[config.mk]
export PLATFORM = sky130hd
export DESIGN_NAME = meter_uart_frame_codec_flat
export DESIGN_NICKNAME = d
export VERILOG_FILES = /design/src/design/mufc_pkg.sv /design/src/design/mufc_ifs.sv /design/src/design/mufc_engine.sv /design/src/design/mufc_outq.sv /design/src/design/meter_uart_frame_codec.sv /design/src/flat_wrapper.sv
export SDC_FILE = /design/constraint.sdc
export NUM_CORES = 1
export LEC_CHECK = 0
export ABC_AREA = 0
export BUFFER_PORTS_ARGS = -buffer_cell sky130_fd_sc_hd__buf_2
export CELL_PAD_IN_SITES_DETAIL_PLACEMENT = 1
export CELL_PAD_IN_SITES_GLOBAL_PLACEMENT = 1
export CORE_ASPECT_RATIO = 0.5
export CORE_UTILIZATION = 35
export CTS_CLUSTER_DIAMETER = 30
export DETAILED_ROUTE_END_ITERATION = 12
export PLACE_DENSITY_LB_ADDON = 0.3
export SLEW_MARGIN = 25
export SYNTH_ARGS = -nofsm -noshare
export SYNTH_HDL_FRONTEND = slang
export SYNTH_SLANG_ARGS = --single-unit
[constraint.sdc]
create_clock -name clk -period 13.7 [get_ports clk]
set_clock_uncertainty 0.05 [all_clocks]
set_input_delay 1.37 -clock clk [delete_from_list [all_inputs] [get_ports clk]]
set_output_delay 1.37 -clock clk [all_outputs]
set_load 0.02 [all_outputs]
[src/design/mufc_pkg.sv]
// Shared types, codes and constants of the meter UART frame codec.
package mufc_pkg;

	localparam logic [7:0]  FRAME_HEADER = 8'hA5;
	localparam logic [15:0] SHORT_LIMIT  = 16'h00FF;
	localparam logic [2:0]  MAX_REPLY    = 3'd4;
	localparam int          MAX_WORDS    = 5;
	localparam int          CNT_W        = $clog2(MAX_WORDS + 1);

	localparam logic [1:0] OP_WRITE   = 2'd0;
	localparam logic [1:0] OP_READ    = 2'd1;
	localparam logic [1:0] OP_RX      = 2'd2;
	localparam logic [1:0] OP_TIMEOUT = 2'd3;

	localparam logic KIND_TX   = 1'b0;
	localparam logic KIND_READ = 1'b1;

	typedef struct packed {
		logic [1:0]  opcode;
		logic [7:0]  register_address;
		logic [15:0] write_data;
		logic [2:0]  reply_size;
		logic [7:0]  rx_byte;
	} item_t;

	// Results of one item: up to MAX_WORDS tx bytes, or one read result.
	typedef struct packed {
		logic                      kind;
		logic [MAX_WORDS-1:0][7:0] bytes;
		logic [CNT_W-1:0]          count;
		logic [31:0]               value;
		logic                      ok;
	} frame_t;

endpackage

[src/design/mufc_ifs.sv]
// Valid/ready channel interfaces for the codec's request and response words.
interface mufc_req_if;
	logic        valid;
	logic        ready;
	logic [1:0]  opcode;
	logic [7:0]  register_address;
	logic [15:0] write_data;
	logic [2:0]  reply_size;
	logic [7:0]  rx_byte;

	modport source (output valid, opcode, register_address, write_data, reply_size, rx_byte,
		input ready);
	modport sink (input valid, opcode, register_address, write_data, reply_size, rx_byte,
		output ready);
endinterface

interface mufc_rsp_if;
	logic        valid;
	logic        ready;
	logic        out_kind;
	logic [7:0]  tx_byte;
	logic [31:0] read_value;
	logic        read_ok;
	logic        last_of_run;

	modport source (output valid, out_kind, tx_byte, read_value, read_ok, last_of_run,
		input ready);
	modport sink (input valid, out_kind, tx_byte, read_value, read_ok, last_of_run,
		output ready);
endinterface

[src/design/mufc_engine.sv]
// Protocol state and frame building for one registered request word.
module mufc_engine (
	input  logic            clk,
	input  logic            arst_n,
	input  logic            take,
	input  mufc_pkg::item_t item,
	output mufc_pkg::frame_t frame
);
	import mufc_pkg::*;

	logic        pending_q;
	logic [2:0]  expected_q;
	logic [2:0]  seen_q;
	logic [39:0] acc_q;
	logic [7:0]  sum_q;

	logic        pending_d;
	logic [2:0]  expected_d;
	logic [2:0]  seen_d;
	logic [39:0] acc_d;
	logic [7:0]  sum_d;

	logic [2:0]  size_sat;
	logic [7:0]  wr_sum;
	logic [2:0]  rx_seen;
	logic [39:0] rx_acc;
	logic [7:0]  rx_sum;
	logic        fin;
	logic [2:0]  fin_seen;
	logic [39:0] fin_acc;
	logic [7:0]  fin_sum;

	always_comb begin
		pending_d  = pending_q;
		expected_d = expected_q;
		seen_d     = seen_q;
		acc_d      = acc_q;
		sum_d      = sum_q;
		frame      = '0;
		fin        = 1'b0;
		fin_seen   = seen_q;
		fin_acc    = acc_q;
		fin_sum    = sum_q;

		size_sat = (item.reply_size > MAX_REPLY) ? MAX_REPLY : item.reply_size;
		wr_sum   = FRAME_HEADER + item.register_address;
		rx_sum   = (seen_q != 3'd0) ? sum_q + acc_q[7:0] : sum_q;
		rx_acc   = {acc_q[31:0], item.rx_byte};
		rx_seen  = seen_q + 3'd1;

		unique case (item.opcode)
			OP_WRITE: begin
				frame.kind     = KIND_TX;
				frame.bytes[0] = FRAME_HEADER;
				frame.bytes[1] = item.register_address;
				frame.count    = CNT_W'(2);
				if (item.write_data != 16'd0) begin
					if (item.write_data < SHORT_LIMIT) begin
						frame.bytes[2] = item.write_data[7:0];
						frame.bytes[3] = ~(wr_sum + item.write_data[7:0]);
						frame.count    = CNT_W'(4);
					end else begin
						frame.bytes[2] = item.write_data[15:8];
						frame.bytes[3] = item.write_data[7:0];
						frame.bytes[4] = ~(wr_sum + item.write_data[15:8] +
							item.write_data[7:0]);
						frame.count    = CNT_W'(5);
					end
				end
			end
			OP_READ: begin
				pending_d      = 1'b1;
				expected_d     = size_sat + 3'd1;
				seen_d         = 3'd0;
				acc_d          = '0;
				sum_d          = wr_sum;
				frame.kind     = KIND_TX;
				frame.bytes[0] = FRAME_HEADER;
				frame.bytes[1] = item.register_address;
				frame.count    = CNT_W'(2);
			end
			OP_RX: begin
				if (pending_q) begin
					seen_d   = rx_seen;
					acc_d    = rx_acc;
					sum_d    = rx_sum;
					fin_seen = rx_seen;
					fin_acc  = rx_acc;
					fin_sum  = rx_sum;
					fin      = (rx_seen >= expected_q);
				end
			end
			OP_TIMEOUT: begin
				fin = pending_q;
			end
			default: begin
			end
		endcase

		// Completed read: one result word, state back to idle.
		if (fin) begin
			frame.kind  = KIND_READ;
			frame.count = CNT_W'(1);
			if (fin_seen != 3'd0) begin
				frame.value = fin_acc[39:8];
				frame.ok    = (~fin_sum == fin_acc[7:0]);
			end
			pending_d  = 1'b0;
			expected_d = 3'd0;
			seen_d     = 3'd0;
			acc_d      = '0;
			sum_d      = '0;
		end
	end

	always_ff @(posedge clk or negedge arst_n) begin
		if (!arst_n) begin
			pending_q  <= 1'b0;
			expected_q <= 3'd0;
			seen_q     <= 3'd0;
			acc_q      <= '0;
			sum_q      <= '0;
		end else if (take) begin
			pending_q  <= pending_d;
			expected_q <= expected_d;
			seen_q     <= seen_d;
			acc_q      <= acc_d;
			sum_q      <= sum_d;
		end
	end

endmodule

[src/design/mufc_outq.sv]
// Result register that holds one frame and hands it out one word per cycle while rsp.ready is high.
module mufc_outq (
	input  logic             clk,
	input  logic             arst_n,
	input  logic             load,
	input  mufc_pkg::frame_t frame,
	output logic             free,
	mufc_rsp_if.source       rsp
);
	import mufc_pkg::*;

	logic                      kind_q;
	logic [MAX_WORDS-1:0][7:0] bytes_q;
	logic [31:0]               value_q;
	logic                      ok_q;
	logic [CNT_W-1:0]          count_q;
	logic [CNT_W-1:0]          idx_q;

	logic busy;
	logic fire;
	logic last;

	assign busy = (count_q != '0);
	assign fire = busy && rsp.ready;
	assign last = (idx_q == count_q - CNT_W'(1));
	assign free = !busy || (fire && last);

	assign rsp.valid       = busy;
	assign rsp.out_kind    = kind_q;
	assign rsp.tx_byte     = (kind_q == KIND_TX) ? bytes_q[idx_q] : 8'd0;
	assign rsp.read_value  = (kind_q == KIND_READ) ? value_q : 32'd0;
	assign rsp.read_ok     = (kind_q == KIND_READ) ? ok_q : 1'b0;
	assign rsp.last_of_run = last;

	always_ff @(posedge clk or negedge arst_n) begin
		if (!arst_n) begin
			count_q <= '0;
			idx_q   <= '0;
		end else if (load && frame.count != '0) begin
			count_q <= frame.count;
			idx_q   <= '0;
		end else if (fire) begin
			if (last) begin
				count_q <= '0;
				idx_q   <= '0;
			end else begin
				idx_q <= idx_q + CNT_W'(1);
			end
		end
	end

	always_ff @(posedge clk) begin
		if (load && frame.count != '0) begin
			kind_q  <= frame.kind;
			bytes_q <= frame.bytes;
			value_q <= frame.value;
			ok_q    <= frame.ok;
		end
	end

endmodule

[src/design/meter_uart_frame_codec.sv]
// Top level of the meter UART frame codec: request register, engine, result queue.
// A word accepted on req goes into the request register; once the result queue is
// free, its frame is loaded into the result register and its first word is on rsp.
// Throughput: one request word per cycle when it gives zero or one result and rsp
// is not stalled; a write or read request waits for the result queue to hand out
// its frame of 2 to 5 bytes, one word per cycle while rsp.ready is high.
// Reset (arst_n low, asynchronous): no read pending, all reply state cleared.
module meter_uart_frame_codec (
	input  logic        clk,
	input  logic        arst_n,
	mufc_req_if.sink    req,
	mufc_rsp_if.source  rsp
);
	import mufc_pkg::*;

	// Request register: holds one word until the result queue can take its frame.
	item_t item_s1;
	logic  valid_s1;

	frame_t frame;
	logic   free;
	logic   take;
	logic   accept;

	// The engine commits its state update in the same cycle the frame is loaded,
	// so state and queued results always move together.
	assign take      = valid_s1 && free;
	assign req.ready = !valid_s1 || take;
	assign accept    = req.valid && req.ready;

	always_ff @(posedge clk or negedge arst_n) begin
		if (!arst_n) begin
			valid_s1 <= 1'b0;
		end else begin
			valid_s1 <= accept || (valid_s1 && !take);
		end
	end

	always_ff @(posedge clk) begin
		if (accept) begin
			item_s1.opcode           <= req.opcode;
			item_s1.register_address <= req.register_address;
			item_s1.write_data       <= req.write_data;
			item_s1.reply_size       <= req.reply_size;
			item_s1.rx_byte          <= req.rx_byte;
		end
	end

	// Frame building and reply collection.
	mufc_engine u_engine (
		.clk    (clk),
		.arst_n (arst_n),
		.take   (take),
		.item   (item_s1),
		.frame  (frame)
	);

	// Result queue: an item giving no results just passes through take.
	mufc_outq u_outq (
		.clk    (clk),
		.arst_n (arst_n),
		.load   (take),
		.frame  (frame),
		.free   (free),
		.rsp    (rsp)
	);

endmodule

[src/flat_wrapper.sv]
// flat-port wrapper written by rule: the top's interface ports become plain ports
module meter_uart_frame_codec_flat import mufc_pkg::*;
  (clk, arst_n, req_valid, req_opcode, req_register_address, req_write_data, req_reply_size, req_rx_byte, req_ready, rsp_valid, rsp_out_kind, rsp_tx_byte, rsp_read_value, rsp_read_ok, rsp_last_of_run, rsp_ready);
  mufc_req_if req_i ();
  mufc_rsp_if rsp_i ();
  input  logic clk;
  input  logic arst_n;
  input wire logic [$bits(req_i.valid)-1:0] req_valid;
  input wire logic [$bits(req_i.opcode)-1:0] req_opcode;
  input wire logic [$bits(req_i.register_address)-1:0] req_register_address;
  input wire logic [$bits(req_i.write_data)-1:0] req_write_data;
  input wire logic [$bits(req_i.reply_size)-1:0] req_reply_size;
  input wire logic [$bits(req_i.rx_byte)-1:0] req_rx_byte;
  output wire logic [$bits(req_i.ready)-1:0] req_ready;
  output wire logic [$bits(rsp_i.valid)-1:0] rsp_valid;
  output wire logic [$bits(rsp_i.out_kind)-1:0] rsp_out_kind;
  output wire logic [$bits(rsp_i.tx_byte)-1:0] rsp_tx_byte;
  output wire logic [$bits(rsp_i.read_value)-1:0] rsp_read_value;
  output wire logic [$bits(rsp_i.read_ok)-1:0] rsp_read_ok;
  output wire logic [$bits(rsp_i.last_of_run)-1:0] rsp_last_of_run;
  input wire logic [$bits(rsp_i.ready)-1:0] rsp_ready;
  assign req_i.valid = req_valid;
  assign req_i.opcode = req_opcode;
  assign req_i.register_address = req_register_address;
  assign req_i.write_data = req_write_data;
  assign req_i.reply_size = req_reply_size;
  assign req_i.rx_byte = req_rx_byte;
  assign req_ready = req_i.ready;
  assign rsp_valid = rsp_i.valid;
  assign rsp_out_kind = rsp_i.out_kind;
  assign rsp_tx_byte = rsp_i.tx_byte;
  assign rsp_read_value = rsp_i.read_value;
  assign rsp_read_ok = rsp_i.read_ok;
  assign rsp_last_of_run = rsp_i.last_of_run;
  assign rsp_i.ready = rsp_ready;
  meter_uart_frame_codec u_core (.clk(clk), .arst_n(arst_n), .req(req_i), .rsp(rsp_i));
endmodule
==> results.md, run 1 <==
* Status: completed
* Total Wirelength at 23200 µm
* Slowest-stage cell, CP: nor3_1
* Clk_lat worst skew at 0.45 ns
* Setup CP Type: reg2out
* Placer Congestion at 0.820
* CTS max path bufs at 2
* DP Wirelength at 16200 µm
* Drt drc at 0
* Row count at 40
* Critical path startpoint category: register
* DIE WIDTH at 227 µm
* Commonest register cell after synthesis: edfxtp_1
* CTS Buf Count at 17
* Synth warn at 0
* Min-Delay Path Class: reg2reg
* Count of different cell masters after synthesis at 64
* Post-DRT Antenna Nets at 0
* Post-Synthesis Cells at 803
* Finished Layout Cells at 1226
* Final Hold Fails at 0
* Die footprint at 0.0259 mm²
* Post-cts resize count at 0
* CTS Sinks at 166
* RSZ-0062 raised after global routing: no
* Hold-fix buffers, CTS at 0
* Cell Area, Synth at 0.00883 mm²
* Pwr/cell area at 239 mW/mm²
* Mapped Nets at 884
* Initial DRT Pass Iterations at 4
* Cell depth of the worst flop-to-flop path at 14
* CP Capture Type: output pin
* Area growth from synthesis to layout at 16.1%
* Core ar. at 0.0244 mm²
* Initial core utilization at 36.2%
* H-tree depth at 4
* Clk root buf: clkbuf_16
* Antenna violations before repair at 0
* Max Cap Viol at 0
* Final critical-path required period at 3.77 ns
* Worst Tran Pin Value at 0.991 ns
* Worst Hold Depth at 2
* Buffers and inverters on the worst path at 1
* Largest stage delay, worst path at 0.71 ns
* Average wire per standard cell at 18.9 µm
* #FFs+latches synth at 166
* Global-route wire length before repair at 37400 µm
* Grt ovf at 0
* CTS tree: built
* CP Max Fanout at 14
* Worst-path clk slew at 0.06 ns
* Final setup viols at 0
* Final worst path period share at 27.5%
* Nets@finish at 959
* Initial DRC count at 456
* Cell family with most CP delay: simple AND/OR/NAND/NOR gates
* FMAX at 266 MHz
* Fraction of layout cells with a size suffix above 1 at 16.5%
* WP data required at 12.28 ns
* Mean Syn Cell Area at 11.0 µm²
* Die Span Y at 114 µm
* Post-CTS Repair Setup Buffers at 0
* Vias per cell at 5.23
* Post-synth EDFFs at 104
* Vias in the first global route at 6760
* Crit-path cells: nor3_1, a22oi_1, nor2_1, buf_2
* Slew Limit Fails at 0
* Levels on crit path at 4
* Diodes inserted at 0
* GRT Util Overall at 19.4%
* Vias at 6408
* Arr. time, crit path at 2.35 ns
* Setup TNS at 0 ns
* Sequential share of the synthesized area at 53.0%
* Leak Pwr at 4.18 nW
* Peak VDD IR at 0.101 mV
* Io pins at 86
* Synth async-reset ratio at 37.3%
* Relative slew slack at 33.9%
* Final-layout fill cell count at 2683
* DP Cell Count at 1195
* Pin count of the biggest net entering global routing at 63
* Port bufs at 85
cell usage in the layout, fill, tap and decap left out, drive strengths merged, types with 4 or more instances in the layout:
master / n
a22oi: 9
a21o: 6
a32o: 4
a22o: 41
clkbuf: 21
xnor2: 27
and2: 34
xor2: 15
nand2b: 6
a211oi: 12
nor2: 62
a21oi: 69
mux4: 4
nor3: 14
nor2b: 14
mux2i: 8
inv: 52
o211ai: 5
edfxtp: 104
mux2: 6
dfrtp: 62
o21bai: 6
clkinv: 5
ha: 30
fa: 10
o21ai: 16
buf: 95
o31ai: 5
nand3: 12
nand2: 95
per-stage QoR:
| stage | setup slack [ns] | hold WS, ns | area [µm²] | power [mW] | utilization (%) |
|---|---|---|---|---|---|
| after floorplan | 8.07 | 0.400 | 8830 | 1.62 | - |
| after global placement | 9.96 | 0.424 | 9560 | 1.89 | 39.2 |
| after CTS | 9.91 | 0.455 | 10200 | 2.48 | 42.0 |
| after detailed placement | 10.20 | 0.435 | 9630 | 1.96 | 39.5 |
| after global routing | 9.78 | 0.476 | 10200 | 2.62 | 42.0 |
| final | 9.93 | 0.452 | 10200 | 2.45 | 42.0 |
state kept, by name (all words and copies together) (netlist names), 8 cells and up:
name	flops
u_core.u_engine.sum_q	8
u_core.u_outq.value_q	32
u_core.item_s1	37
u_core.u_outq.bytes_q	33
u_core.u_engine.acc_q	40
cells by family (layout without fill, tap and decap cells):
kind of cell | count (synthesis) | in the layout | synth area share (%)
buffers and inverters | 90 | 177 | 4.20
xor gates and xnor gates | 44 | 44 | 4.71
and+or+nand+nor | 256 | 256 | 13.8
adders and majority gates | 40 | 40 | 6.52
DFF | 166 | 166 | 53.0
muxes | 18 | 18 | 2.74
AOI/OAI and AO/OA | 189 | 189 | 15.0
layer usage:
| metal | up-vias | GRT usage (%) | routed length [µm] |
|---|---|---|---|
| li1 | 3016 | - | - |
| met1 | 3247 | 25.6 | 10700 |
| met2 | 114 | 31.8 | 11200 |
| met3 | 31 | 4.23 | 899 |
| met4 | 0 | 6.40 | 427 |
| met5 | - | 0 | 0 |
worst paths after layout:
kind,slack (ns),startpoint,end
min in group asynchronous,1.06,arst_n,u_core.u_engine.acc_q[21]
min,0.45,u_core.u_engine.expected_q[0],u_core.u_engine.expected_q[0]
min reg2reg,0.45,u_core.u_engine.expected_q[0],u_core.u_engine.expected_q[0]
max reg2reg,10.18,u_core.item_s1[27],u_core.u_outq.bytes_q[39]
max,9.93,u_core.u_outq.idx_q[0],rsp_tx_byte[0]
max in group asynchronous,11.98,arst_n,u_core.u_engine.expected_q[1]
report_power, final:
group	total (mW)	switching, mW	internal (mW)	leakage (nW)
clock	0.511	0.209	0.303	0.296
combinational	1.08	0.658	0.418	2.07
sequential	0.861	0.138	0.723	1.82
total	2.45	1.00	1.44	4.18
Yosys cell counts, types with 5 or more instances:
library cell / n / area [µm²]
a211oi_1: 12 / 90.1
a21o_1: 6 / 45.0
a21oi_1: 69 / 345
a22o_1: 41 / 359
a22oi_1: 9 / 67.6
and2_1: 34 / 213
buf_1: 5 / 18.8
buf_2: 8 / 40.0
clkbuf_1: 23 / 86.3
dfrtp_1: 62 / 1550
edfxtp_1: 104 / 3120
fa_1: 10 / 200
ha_1: 30 / 375
inv_1: 51 / 191
mux2_2: 6 / 67.6
mux2i_1: 7 / 70.1
nand2_1: 94 / 353
nand2b_1: 6 / 37.5
nand3_1: 12 / 60.1
nor2_1: 60 / 225
nor2b_1: 14 / 87.6
nor3_1: 12 / 60.1
o21ai_0: 16 / 80.1
o21bai_1: 5 / 37.5
o31ai_1: 5 / 37.5
xnor2_1: 27 / 236
xor2_1: 15 / 131
worst min-delay path: stages, from the launching register on:
cell and delay, ns:
dfrtp_1 0.35, nand2_1 0.05, o21ai_0 0.06
cell type report:
cell class | instances | area [µm²] | area share (%)
clock inverters | 10 | 145 | 1.42
well taps | 336 | 420 | 4.10
clock buffers | 21 | 472 | 4.60
multi-input cells | 547 | 3790 | 37.0
repair buffers | 95 | 548 | 5.35
flip-flops and latches | 166 | 4670 | 45.6
inverters | 51 | 191 | 1.87
Power figures use the tool's default switching activity.
==> inputs of run 2 (changes only) <==
clock period = 3.2 ns   (was 13.7 ns; I/O delays follow)
==> run 2 against run 1 <==
Compared with the run above:
- flip-flop and latch count is the same
- utilization grew 2.4 points
- largest power group unchanged
- combinational power grew to 4.7 times the previous value
- clock power grew to 4.0 times the previous value
- global-route usage grew 1.0 points
- cell count grew 5.2%
- total power grew to 4.4 times the previous value
- highest routed layer unchanged
- register-to-register slack lost 10 ns
- design area grew 5.8%
- first-iteration DRC count shrank 13%
- worst hold slack lost 0.44 ns
==> results.md, run 2 (same netlist as run 1, synthesis figures left out) <==
* Status: completed (unchanged)
* DIE WIDTH at 227 µm (unchanged)
* Core ar. at 0.0244 mm² (unchanged)
* Leak Pwr at 4.46 nW (was 4.18 nW)
* Final worst path period share at 94.4%
* Final setup viols at 0 (unchanged)
* Final-layout fill cell count at 2695 (was 2683)
* Initial DRC count at 398 (was 456)
* Port bufs at 85 (unchanged)
* Total Wirelength at 24300 µm (was 23200 µm)
* Cell family with most CP delay: adder cells (was simple AND/OR/NAND/NOR gates)
* Cell depth of the worst flop-to-flop path at 13 (was 14)
* Drt drc at 0 (unchanged)
* Slowest-stage cell, CP: fa_1 (was nor3_1)
* Clk root buf: clkbuf_16 (unchanged)
* CTS tree: built (unchanged)
* Average wire per standard cell at 18.8 µm (was 18.9 µm)
* Multi-input gate area at 0.00386 mm² (was 0.00379 mm²)
* Initial core utilization at 36.2% (unchanged)
* Most frequent cells in the layout: edfxtp_1 (104), nand2_1 (94), buf_2 (85) (unchanged)
* CTS Sinks at 166 (unchanged)
* Io pins at 86 (unchanged)
* Crit-path cells: ha_4, inv_1, fa_1, inv_1, ha_1, fa_2, a21oi_2, nor2_1, nor2_2, o21bai_1, a21oi_1, xnor2_1, nor2_1 (was nor3_1, a22oi_1, nor2_1, buf_2)
* Global-route wire length before repair at 39400 µm (was 37400 µm)
* Reg-to-Reg End: u_core.u_outq.bytes_q[39] (unchanged)
* Worst Tran Pin Value at 0.852 ns (was 0.991 ns)
* Max FFs per register at 40 (unchanged)
* Top Registers: u_core.u_engine.acc_q: 40 flops, u_core.item_s1: 37 flops, u_core.u_outq.bytes_q: 33 flops (unchanged)
* Fraction of layout cells with a size suffix above 1 at 19.5% (was 16.5%)
* CTS Buf Count at 17 (unchanged)
* Vias per cell at 5.09 (was 5.23)
* Initial DRT Pass Iterations at 4 (unchanged)
* Clk_lat worst skew at 0.45 ns (about the same)
* GRT Util Overall at 20.4% (was 19.4%)
* R2r setup slk at 0.18 ns (was 10.18 ns)
* Commonest non-fill, non-tap cell in the layout: edfxtp_1 (unchanged)
* DP Area at 0.00985 mm² (was 0.00963 mm²)
* Diodes inserted at 0 (unchanged)
* FMAX at 331 MHz
* CP Capture Type: register (was output pin)
* DP Wirelength at 17200 µm (was 16200 µm)
* Worst-path clk slew at 0.06 ns (about the same)
* Finished Layout Cells at 1290 (was 1226)
* Peak VDD IR at 0.363 mV (was 0.101 mV)
* Max Cap Viol at 0 (unchanged)
* CP startpoint: u_core.item_s1[27] (was u_core.u_outq.idx_q[0])
* Arr. time, crit path at 3.17 ns (was 2.35 ns)
* Post-route cell area at 0.0108 mm² (was 0.0102 mm²)
* Slew Limit Fails at 0 (unchanged)
* Critical path startpoint category: register (unchanged)
* Setup CP Type: reg2reg (was reg2out)
* Vias at 6564 (was 6408)
* Die Span Y at 114 µm (unchanged)
* RSZ-0062 raised after global routing: yes (was no)
* Final critical-path required period at 3.02 ns
* Biggest register: u_core.u_engine.acc_q (unchanged)
* Grt ovf at 0 (unchanged)
* Nets@finish at 1022 (was 959)
* Relative slew slack at 43.2% (was 33.9%)
* Vias in the first global route at 7011 (was 6760)
* Post-DRT Antenna Nets at 0 (unchanged)
* Pwr/cell area at 983 mW/mm² (was 239 mW/mm²)
* Area growth from synthesis to layout at 22.8% (was 16.1%)
* Placer Congestion at 0.861 (was 0.820)
* CP Max Fanout at 4 (was 14)
* Buffers and inverters on the worst path at 2 (was 1)
* Row count at 40 (unchanged)
* DP Cell Count at 1222 (was 1195)
* R2R Path Start: u_core.item_s1[27] (unchanged)
* Antenna violations before repair at 0 (unchanged)
* WP data required at 3.35 ns (was 12.28 ns)
* Largest stage delay, worst path at 0.48 ns (was 0.71 ns)
* Pin count of the biggest net entering global routing at 63 (unchanged)
* CTS max path bufs at 2 (unchanged)
* H-tree depth at 4 (unchanged)
* FF/Latch Area at 0.00467 mm² (unchanged)
* Min-Delay Path Class: in2async (was reg2reg)
* Final Hold Fails at 0 (unchanged)
* Die footprint at 0.0259 mm² (unchanged)
run 2: cell count changes in the layout (fill, tap and decap cells not counted), sizes merged:
cell / before / now
buf: 95 / 123
bufinv: 3 / 2
clkbuf: 21 / 23
clkinvlp: 1 / 2
dlygate4sd3: 0 / 35
inv: 52 / 51
run 2: how the worst max path moves through the flow:
stage / end / slack [ns] / cells past startpoint
4_1_cts: u_core.u_outq.bytes_q[39] / 0.009 / 14
6_report: u_core.u_outq.bytes_q[39] / 0.18 / 13
3_3_place_gp: u_core.u_outq.bytes_q[39] / 0.13 / 14
3_5_place_dp: u_core.u_outq.bytes_q[39] / 0.03 / 14
2_1_floorplan: u_core.u_outq.bytes_q[10] / -0.01 / 7
5_1_grt: u_core.u_outq.bytes_q[39] / -0.01 / 13
run 2: area by class of cell:
type	count	area share, %
Clock buffer	23	4.41
Multi-Input combinational cell	547	35.6
Inverter	51	1.77
Timing Repair Buffer	158	10.3
Tap cell	336	3.88
Clock inverter	9	0.947
Sequential cell	166	43.1
run 2: repair_timing:
| action | 4_1_cts | 5_1_grt |
|---|---|---|
| endpoints found under the hold margin | 35 | 0 |
| setup endpoints to repair | 0 | 5 |
| buffers inserted | 0 | 1 |
| resized for setup | 0 | 9 |
| hold buffers | 35 | 0 |
run 2: worst reg2reg max path, delay by kind of cell (launching register included):
family / cells / cell delay, ns
AOI/OAI and AO/OA: 3 / 0.39
xor gates and xnor gates: 1 / 0.14
adders and majority gates: 4 / 1.38
buffers and inverters: 2 / 0.11
DFF: 1 / 0.47
and+or+nand+nor: 3 / 0.23
run 2: per-layer routing:
layer	up-vias	wire [µm]	track usage [%]	share of wire, %
li1	3132	-	-	-
met1	3308	11600	27.2	48
met2	95	11500	33.0	47
met3	29	675	3.77	2.8
met4	0	520	7.93	2.1
met5	-	0	0	0
run 2: power breakdown:
group          total [mW]  leakage (nW)  switching, mW  internal (mW)
sequential           3.54          1.82          0.454           3.09
combinational        5.06          2.37           3.04           2.02
clock                2.05         0.281          0.846           1.20
run 2: stage by stage:
stage                     utilization (%)  total power, mW  setup slack [ns]  hold slack (ns)  TNS (ns)
after global placement               40.4             8.41             0.126            0.423         0
after floorplan                         -             6.93           -0.0105          -0.0256    -0.703
after CTS                            44.2             10.7           0.00918          0.00110         0
after detailed placement             40.4             8.58            0.0318            0.435         0
after global routing                 44.5             11.4           -0.0149          0.00311   -0.0149
final                                44.5             10.7             0.181          0.00770         0
==> inputs of run 3 (changes only) <==
--- a/constraint.sdc
+++ b/constraint.sdc
@@ -3,3 +3,3 @@
 set_input_delay 0.32 -clock clk [delete_from_list [all_inputs] [get_ports clk]]
 set_output_delay 0.32 -clock clk [all_outputs]
-set_load 0.02 [all_outputs]
+set_load 0.05 [all_outputs]
==> run 3 against run 2 <==
Compared with the run above:
- via count rose by 1.3%
- largest cell class unchanged
- count of clock-buffer cells in the layout down 4
- non-clock buffer count decreased by 1
- critical endpoint unchanged
- largest power group unchanged
- total power grew 4.3%
==> results.md, run 3 (same netlist as run 1, synthesis figures left out) <==
* Most frequent cells in the layout: edfxtp_1 (104), nand2_1 (94), buf_2 (85) (unchanged)
* Vias in the first global route at 7080 (was 7011)
* Pin count of the biggest net entering global routing at 58 (was 63)
* Vias per cell at 5.16 (was 5.09)
* CTS tree: built (unchanged)
* CP startpoint: u_core.item_s1[27] (unchanged)
* Initial core utilization at 36.2% (unchanged)
* Nets@finish at 1021 (was 1022)
* Peak VDD IR at 0.376 mV (was 0.363 mV)
* Final setup viols at 0 (unchanged)
* Hold Slack at 0.0156 ns (was 0.00770 ns)
* Final worst path period share at 94.1% (was 94.4%)
* Drt drc at 0 (unchanged)
* Global-route wire length before repair at 39500 µm (was 39400 µm)
* CTS Buf Count at 17 (unchanged)
* Min-delay src: req_register_address[2]
* DIE WIDTH at 227 µm (unchanged)
* Commonest non-fill, non-tap cell in the layout: edfxtp_1 (unchanged)
* WP data required at 3.35 ns (about the same)
* Average wire per standard cell at 19.1 µm (was 18.8 µm)
* Setup CP Type: reg2reg (unchanged)
* Die Span Y at 114 µm (unchanged)
* Arr. time, crit path at 3.16 ns (was 3.17 ns)
* GR peak layer: met2 (unchanged)
* CTS Sinks at 166 (unchanged)
* Grt ovf at 0 (unchanged)
* Clk_lat worst skew at 0.45 ns (about the same)
* RSZ-0062 raised after global routing: no (was yes)
* Worst Tran Pin Value at 0.960 ns (was 0.852 ns)
* Leak Pwr at 4.43 nW (was 4.46 nW)
* Finished Layout Cells at 1289 (was 1290)
* Slew Limit Fails at 0 (unchanged)
* FMAX at 332 MHz (was 331 MHz)
* Placer Congestion at 0.862 (was 0.861)
* DP Cell Count at 1219 (was 1222)
* H-tree depth at 4 (unchanged)
* Worst-path clk slew at 0.06 ns (about the same)
* Biggest register: u_core.u_engine.acc_q (unchanged)
* Post-DRT Antenna Nets at 0 (unchanged)
* Final critical-path required period at 3.01 ns (was 3.02 ns)
* Min-Delay Path Class: in2reg (was in2async)
* Diodes inserted at 0 (unchanged)
* Antenna violations before repair at 0 (unchanged)
* Final Hold Fails at 0 (unchanged)
* Initial DRT Pass Iterations at 4 (unchanged)
* DP Wirelength at 17500 µm (was 17200 µm)
* Max FFs per register at 40 (unchanged)
* Die footprint at 0.0259 mm² (unchanged)
* Met1 Resource Use GR at 26.7% (was 27.2%)
* Vias at 6650 (was 6564)
* GRT Util Overall at 20.4% (about the same)
* CP Max Fanout at 4 (unchanged)
* CTS max path bufs at 2 (unchanged)
* Fraction of layout cells with a size suffix above 1 at 19.8% (was 19.5%)
* R2R Path Start: u_core.item_s1[27] (unchanged)
* Core ar. at 0.0244 mm² (unchanged)
* Pwr/cell area at 1030 mW/mm² (was 983 mW/mm²)
* Relative slew slack at 35.5% (was 43.2%)
* Met2 Use GR at 33.7% (was 33.0%)
* Io pins at 86 (unchanged)
* Clk root buf: clkbuf_16 (unchanged)
* Initial DRC count at 350 (was 398)
* CP Capture Type: register (unchanged)
* Port bufs at 85 (unchanged)
* Top Registers: u_core.u_engine.acc_q: 40 flops, u_core.item_s1: 37 flops, u_core.u_outq.bytes_q: 33 flops (unchanged)
* Row count at 40 (unchanged)
* Total Wirelength at 24600 µm (was 24300 µm)
* Critical path startpoint category: register (unchanged)
* Status: completed (unchanged)
* Setup TNS at 0 ns (unchanged)
* Met3 GRT Util at 4.62% (was 3.77%)
* Max Cap Viol at 0 (unchanged)
* Area growth from synthesis to layout at 22.4% (was 22.8%)
==> run 3: cell types whose count changed in the layout (fill, tap and decap cells not counted), sizes merged <==
cell | previous run | this run
clkinv | 5 | 7
buf | 123 | 121
inv | 51 | 52
bufinv | 2 | 1
clkinvlp | 2 | 4
dlygate4sd3 | 35 | 36
clkbuf | 23 | 19
==> run 3: path summary, 6_finish.rpt <==
check | to | slack, ns | cells after the start
setup / recovery | u_core.u_outq.bytes_q[39] | 0.19 | 13
hold / removal | u_core.item_s1[29] | 0.02 | 1
setup reg to reg | u_core.u_outq.bytes_q[39] | 0.19 | 13
hold reg to reg | u_core.u_engine.expected_q[1] | 0.44 | 1
max in group asynchronous | u_core.u_engine.acc_q[12] | 1.76 | 3
min in group asynchronous | u_core.u_engine.acc_q[29] | 0.34 | 2
==> run 3: power by group <==
part | total (mW) | switching (mW) | internal [mW] | leakage, nW
combinational | 5.58 | 3.54 | 2.04 | 2.35
sequential | 3.57 | 0.477 | 3.09 | 1.82
clock | 1.97 | 0.888 | 1.08 | 0.262
==> run 3: per-stage QoR <==
| step | power, mW | setup WS (ns) | util, % | cell area (µm²) |
|---|---|---|---|---|
| floorplan | 7.44 | -0.266 | - | 8860 |
| global placement | 8.88 | 0.115 | 40.3 | 9830 |
| detailed placement | 9.07 | 0.00945 | 40.3 | 9830 |
| CTS | 11.1 | 0.00220 | 44.1 | 10700 |
| global route | 11.9 | 0.0113 | 44.3 | 10800 |
| finish | 11.1 | 0.189 | 44.3 | 10800 |
==> run 3: cell type report <==
class | count | area, µm²
Multi-Input combinational cell | 547 | 3860
Sequential cell | 166 | 4670
Clock inverter | 13 | 106
Inverter | 51 | 191
Tap cell | 336 | 420
Timing Repair Buffer | 157 | 1110
Clock buffer | 19 | 443
Fill cell | 2690 | 13600
==> run 3: repair_timing <==
item,CTS,global route
hold buffers,36,0
setup buffers,0,2
gates resized for setup,0,13
setup endpoints to repair,0,2
hold endpoints to repair,55,0
==> run 3: routing by layer <==
layer / part of all wire, % / wire (µm) / up-vias
li1: - / - / 3144
met1: 47 / 11600 / 3368
met2: 48 / 11800 / 113
met3: 3.1 / 755 / 25
met4: 1.8 / 452 / 0
met5: 0 / 0 / -
==> run 3: worst max-delay path, cell delays in order, from the launching register on <==
cell and delay, ns:
edfxtp_1 0.48, ha_4 0.32, inv_2 0.05, fa_1 0.47, inv_1 0.05, ha_2 0.19
fa_2 0.38, a21oi_2 0.17, nor2_2 0.05, nor2_2 0.13, o21bai_1 0.11, a21oi_2 0.14
xnor2_1 0.13, nor2_1 0.05
